## src/rtl/lpr_pkg.sv

```systemverilog
// Shared types, constants and helpers for the IPv4 longest prefix router.
`timescale 1ns / 1ps
package lpr_pkg;

   // Table geometry
   localparam int MAX_ROUTES     = 32;
   localparam int NUM_INTERFACES = 16;
   localparam int CNT_W          = $clog2(MAX_ROUTES + 1);

   // Field widths
   localparam int ADDR_W = 32;
   localparam int LEN_W  = 6;
   localparam int IF_W   = 4;
   localparam int TTL_W  = 8;
   localparam int ST_W   = 3;

   localparam logic [LEN_W-1:0] FULL_LEN = LEN_W'(ADDR_W);

   // Result status codes
   typedef enum logic [ST_W-1:0] {
      ST_FORWARDED   = 3'd0,
      ST_TTL_EXPIRED = 3'd1,
      ST_NO_ROUTE    = 3'd2,
      ST_ADDED       = 3'd3,
      ST_FULL        = 3'd4
   } status_type;

   // Item mode codes
   typedef enum logic {
      MODE_ADD   = 1'b0,
      MODE_ROUTE = 1'b1
   } mode_type;

   // One stored route
   typedef struct packed {
      logic [ADDR_W-1:0] prefix;
      logic [LEN_W-1:0]  len;
      logic              gw_valid;
      logic [ADDR_W-1:0] gw;
      logic [IF_W-1:0]   port;
   } route_type;

   // Lookup item traveling down the chain with its running best match
   typedef struct packed {
      logic              valid;
      logic [ADDR_W-1:0] dst;
      logic [TTL_W-1:0]  ttl;
      logic              found;
      logic [LEN_W-1:0]  best_len;
      logic [IF_W-1:0]   port;
      logic              gw_valid;
      logic [ADDR_W-1:0] gw;
   } tok_type;

   // Network mask for a prefix length of 0 to 32
   function automatic logic [ADDR_W-1:0] len_mask(input logic [LEN_W-1:0] len);
      logic [ADDR_W-1:0] m;
      if (len == '0) begin
         m = '0;
      end else begin
         m = {ADDR_W{1'b1}} << (FULL_LEN - len);
      end
      return m;
   endfunction

endpackage

```

## src/rtl/lpr_cell.sv

```systemverilog
// One route cell: holds a route and updates the best match of a passing item.
`timescale 1ns / 1ps
module lpr_cell (
   input  logic               clock,
   input  logic               reset,
   input  logic               wr_en,
   input  lpr_pkg::route_type wr_route,
   input  logic               occupied,
   input  lpr_pkg::tok_type   up_tok,
   output lpr_pkg::tok_type   dn_tok
);
   import lpr_pkg::*;

   route_type         rt_ff;
   tok_type           tok_ff;
   tok_type           tok_in;
   logic [ADDR_W-1:0] mask;
   logic              hit;

   // Store the route when this cell is the next free slot
   always_ff @(posedge clock) begin
      if (wr_en) begin
         rt_ff <= wr_route;
      end
   end

   // Compare; only a strictly longer prefix replaces an earlier match
   always_comb begin
      mask   = len_mask(rt_ff.len);
      hit    = up_tok.valid && occupied
               && (((rt_ff.prefix ^ up_tok.dst) & mask) == '0)
               && (!up_tok.found || (rt_ff.len > up_tok.best_len));
      tok_in = up_tok;
      if (hit) begin
         tok_in.found    = 1'b1;
         tok_in.best_len = rt_ff.len;
         tok_in.port     = rt_ff.port;
         tok_in.gw_valid = rt_ff.gw_valid;
         tok_in.gw       = rt_ff.gw;
      end
   end

   // Hand the item to the next cell
   always_ff @(posedge clock) begin
      if (reset) begin
         tok_ff <= '0;
      end else begin
         tok_ff <= tok_in;
      end
   end

   assign dn_tok = tok_ff;

endmodule
```

## config.mk

```make
export PLATFORM = sky130hd
export DESIGN_NAME = lpr_cell
export DESIGN_NICKNAME = d
export VERILOG_FILES = /design/src/rtl/lpr_pkg.sv /design/src/rtl/lpr_cell.sv
export SDC_FILE = /design/constraint.sdc
export NUM_CORES = 1
export LEC_CHECK = 0
export ABC_CLOCK_PERIOD_IN_PS = 7200
export BUFFER_PORTS_ARGS = -buffer_cell sky130_fd_sc_hd__buf_4
export CORE_MARGIN = 2
export CORE_UTILIZATION = 47
export DETAILED_ROUTE_END_ITERATION = 12
export PLACE_DENSITY = 0.77
export SLEW_MARGIN = 40
export SYNTH_ARGS = -nofsm -noshare
export SYNTH_HDL_FRONTEND = slang
export SYNTH_SLANG_ARGS = --single-unit
```

## constraint.sdc

```tcl
create_clock -name clock -period 7.2 [get_ports clock]
set_input_delay 1.08 -clock clock [delete_from_list [all_inputs] [get_ports clock]]
set_output_delay 1.08 -clock clock [all_outputs]
set_load 0.01 [all_outputs]
```

== Word-level counts from Yosys, hierarchy flattened ==
Index checks and enable logic that the tools add are counted.

* Memories: 0
* ROM bits: 0
* Bits in writable memories: 0
* Bits in latches: 0
* Output and inout port bits: 85
* Register bits after elaboration: 160

* Reduce and logical (&&, ||, !) cells: 7
* Divide/modulo/power cells: 0
* Bitwise gates (word level): 2
* Equal/unequal tests: 0
* Add/subtract/negate cells: 1
* Order comparisons: 1
* Muxes and demuxes: 2
* Multiply operators: 0
* Shift-type cells: 1

{| class="wikitable"
|+ Operators with widths
! kind !! count
|-
| 44-bit 2-to-1 mux || 1
|-
| 32-bit AND || 1
|-
| 32-bit logical NOT || 1
|-
| 32-bit 2-to-1 mux || 1
|-
| 32-bit by 6-bit << shifter with 32-bit output, first input constant || 1
|-
| 32-bit XOR || 1
|-
| 6-bit > comparator || 1
|-
| 6-bit logical NOT || 1
|-
| 6-bit subtractor, first input constant || 1
|-
| 1-bit logical AND || 3
|-
| 1-bit logical NOT || 1
|-
| 1-bit logical OR || 1
|}

== Logic depth before layout (Yosys ltp) ==
* Depth in word-level cells: 8
* Mapped depth: 13
* Mapped depth without buffers: 10

== Worst setup path after synthesis ==
Ideal clock, no wire load.

* Kind: in2reg
* From: input up_tok[78] (netlist name)
* To: register tok_ff (netlist bit dn_tok[0])
* Data required time: 7.128 ns
* Arrival time: 3.001 ns
* Library setup time: 0.072 ns
* Cell stages on the path: 10
* Slack: 4.128 ns
* Cell sequence: xnor2_1 or3b_1 a2111oi_2 a21oi_1 o41ai_2 o21ai_1 a21oi_2 buf_6 buf_12 mux2i_1

* Word-level cells in the longest chain between the ends: 6

{| class="wikitable"
|+ Ends and longest elaborated chain
! what !! RTL line !! text
|-
| start, declared || lpr_cell.sv:9 || <nowiki>input lpr_pkg::tok_type up_tok,</nowiki>
|-
| 32-bit XOR || lpr_cell.sv:31 || <nowiki>&& (((rt_ff.prefix ^ up_tok.dst) & mask) == '0)</nowiki>
|-
| 32-bit AND || lpr_cell.sv:31 ||
|-
| 32-bit logical NOT || lpr_cell.sv:31 ||
|-
| 1-bit logical AND || lpr_cell.sv:31 ||
|-
| 1-bit logical AND || lpr_cell.sv:32 || <nowiki>&& (!up_tok.found || (rt_ff.len > up_tok.best_len));</nowiki>
|-
| 44-bit 2-to-1 mux || lpr_cell.sv:34 || <nowiki>if (hit) begin</nowiki>
|-
| end signal, assigned || lpr_cell.sv:48 || <nowiki>tok_ff <= tok_in;</nowiki>
|-
| end, declared || lpr_cell.sv:15 || <nowiki>tok_type tok_ff;</nowiki>
|}

No other way between the ends.
A chain may end at the register's enable or synchronous reset.

== Final worst setup path ==
* From: register rt_ff[37] (netlist name)
* To: register tok_ff (netlist bit dn_tok[7])

* Word-level cells in the longest chain between the ends: 8
* Elaborated cells between the ends (all ways): 11
* Classes of those cells: 1 x add/sub; 1 x order compare; 1 x shift; 2 x mux; 1 x bitwise; 5 x reduce/logical

{| class="wikitable"
|+ Ends and longest elaborated chain
! what !! RTL line !! text
|-
| start, declared || lpr_cell.sv:14 || <nowiki>route_type rt_ff;</nowiki>
|-
| start signal, assigned || lpr_cell.sv:23 || <nowiki>rt_ff <= wr_route;</nowiki>
|-
| 6-bit subtractor || lpr_pkg.sv:61 || <nowiki>m = {ADDR_W{1'b1}} << (FULL_LEN - len);</nowiki>
|-
| 32-bit by 6-bit << shifter with 32-bit output || lpr_pkg.sv:61 ||
|-
| 32-bit 2-to-1 mux || lpr_pkg.sv:58 || <nowiki>if (len == '0) begin</nowiki>
|-
| 32-bit AND || lpr_cell.sv:31 ||
|-
| 32-bit logical NOT || lpr_cell.sv:31 ||
|-
| 1-bit logical AND || lpr_cell.sv:31 ||
|-
| 1-bit logical AND * || lpr_cell.sv:32 ||
|-
| 44-bit 2-to-1 mux * || lpr_cell.sv:34 ||
|}

Every way passes the cells marked *; elsewhere a longest branch is shown, timed or not.

==> run summary <==
worst slew pin tran: 0.739 ns
# Post-CTS Setup Buffers: 0
Multi-input gate area: 2210 um2
detailed placement HPWL: 10300 um
GRT Total Usage: 0.200
layout cells sized above 1: 0.382
n_diodes: 0
Yosys top cell by area: edfxtp_1
leakage power: 3.74 nW
largest net degree at the start of global routing: 129
final clock skew: 0.00903 ns
H-tree Lvls: 4
Slew Limit Headroom: 0.507
die area: 14500 um2
register bit total from synthesis: 160
RSZ-0062 raised after global routing: no
count of pins over their slew limit: 0
Synth cell types: 48
commonest non-fill, non-tap cell in the layout: buf_4
r2r setup slk: 3.47 ns
Mean Syn Cell Area: 13.0 um2
WP data arrival: 4.07 ns
Final GP Congestion: 0.806
Crit Path Max Fanout: 43
Final #Nets: 909
GRT overflow: 0
CTS Buffer Depth: 2
global-route wire length before repair: 22100 um
status: finished, final reports clean
final worst slack: 3.47 ns
Clock transition at path regs: 0.06 ns
post-CTS sizing: 0
Max-cap violations: 0
register area: 3950 um2
Initial Utilization: 0.481
Post-Layout Cell Count: 924
IR drop worst, VDD: 0.173 mV
Hold Crit Class: reg2reg
Syn Inst Count: 490
pre-CTS WS: 3.32 ns
Sink Count: 160
CTS tree: done
io pins: 249
Syn Nets: 664
Routed WL: 14400 um
Synth area leaders: edfxtp_1 (35%), dfxtp_1 (27%), nand2b_1 (8.7%)
# port buffers: 248
Setup crit end kind: flip-flop
via/cell ratio: 4.85
DR DRC count: 0
Detail Route Antenna Nets: 0
Setup TNS Final: 0 ns
iteration-0 DRC count of the detailed router: 175
final number of setup-violating endpoints: 0
# hold bufs at CTS: 0
Hold Vio Cnt, Final: 0
Pre-Repair DR Iteration Count: 4
fmax: 268 MHz
critical path type: reg2reg
total number of vias: 4485
most frequent cells in the layout: buf_4 (247), nand2b_1 (89), dfxtp_1 (85), edfxtp_1 (75), mux2i_1 (43)
DIE WIDTH: 120 um
mapped cell area: 6370 um2
DIE HEIGHT: 120 um
row count: 42
# fillers: 1025
CTS Buf Count: 17
Tmin final: 3.73 ns
Root Buffer: clkbuf_16
area grow syn2layout: 40.0%
Worst EP required: 7.54 ns
Clk Latency, worst-skew pair: 0.42 ns
startpoint types: flip-flop
initial antenna violation count: 0
Yosys top cell area share: 0.354
Synth warnings: 0
drt wl/cell: 15.5 um
Power, Total: 2.25 mW
Fin Hold WS: 0.519 ns
power per cell area: 252 nW/um2
vias in the first global route: 4567
core box area: 13200 um2
placed insts: 892
Seq/Total Area, Yosys: 0.621
fin crit share: 0.518
metal layers:
layer  vias up  global-route usage  part of all wire
met3        26              0.0741             0.089
met1      2083               0.220              0.38
li1       2173                   -                 -
met2       203               0.348              0.51
met4         0              0.0785             0.022
met5         -                   0                 0
flip-flops by register name, summed over array words and instances (netlist names):
name and cells:
rt_ff 75, dn_tok 85
logic make-up (layout without fill, tap and decap cells):
| logic type | Yosys count | after routing | synth area share |
|---|---|---|---|
| compound gates | 46 | 46 | 0.0509 |
| fa+ha+maj | 10 | 10 | 0.0197 |
| buf+inv | 33 | 291 | 0.0328 |
| flops | 160 | 160 | 0.621 |
| xor+xnor | 36 | 36 | 0.0495 |
| simple gates | 162 | 162 | 0.159 |
| mux | 43 | 43 | 0.0676 |
power breakdown:
group / internal, mW / switching, mW
registers: 1.02 / 0.0263
clock network: 0.579 / 0.340
logic: 0.157 / 0.124
critical path, stage by stage (launching register included):
cell and delay [ns]:
edfxtp_1 0.51, inv_1 0.14, ha_1 0.34, xnor2_1 0.47, o21ai_1 0.16, a22oi_1 0.15
a31oi_1 0.10, nor4_1 0.47, o21ai_1 0.25, a21oi_4 0.15, buf_4 0.59, mux2i_1 0.28
metrics by stage:
step,util,cell area [um2]
after floorplan,-,6370
after global placement,0.626,8290
after detailed placement,0.627,8300
after CTS,0.673,8920
after global routing,0.673,8920
final,0.673,8920
path summary, 6_finish.rpt:
| kind | endpoint | start | cells after the start |
|---|---|---|---|
| hold reg to reg | dn_tok[14] | rt_ff[18] | 2 |
| setup / recovery | dn_tok[7] | rt_ff[37] | 11 |
| hold / removal | dn_tok[14] | rt_ff[18] | 2 |
| setup reg to reg | dn_tok[7] | rt_ff[37] | 11 |
synthesized netlist by cell type (all sizes together):
library cell  instances
nand2                 5
a21oi                 8
a211oi                1
nand2b               89
xor2                 13
a31oi                 1
a221oi                1
o2bb2ai               3
o21ai                13
o41ai                 2
nor2                  6
nand4                 2
and3b                 1
o221a                 1
clkbuf               15
nor3b                 2
nor4                  1
o2111ai               2
or3b                  2
ha                   10
nor3                  2
o211ai                1
nor2b                42
a2111oi               1
edfxtp               75
nand3b                1
o22ai                 4
or4                   1
nand4bb               1
o32a                  1
a221o                 1
o21a                  5
xnor2                23
dfxtp                85
nand3                 6
mux2i                43
or3                   1
inv                  10
a22oi                 1
buf                   8
area by class of cell:
class / count / share of cell area
Inverter: 10 / 0.00421
Timing Repair Buffer: 249 / 0.210
Clock buffer: 22 / 0.0543
Sequential cell: 160 / 0.443
Clock inverter: 10 / 0.0149
Multi-Input combinational cell: 297 / 0.248
Tap cell: 176 / 0.0247
Power figures use the tool's default switching activity.
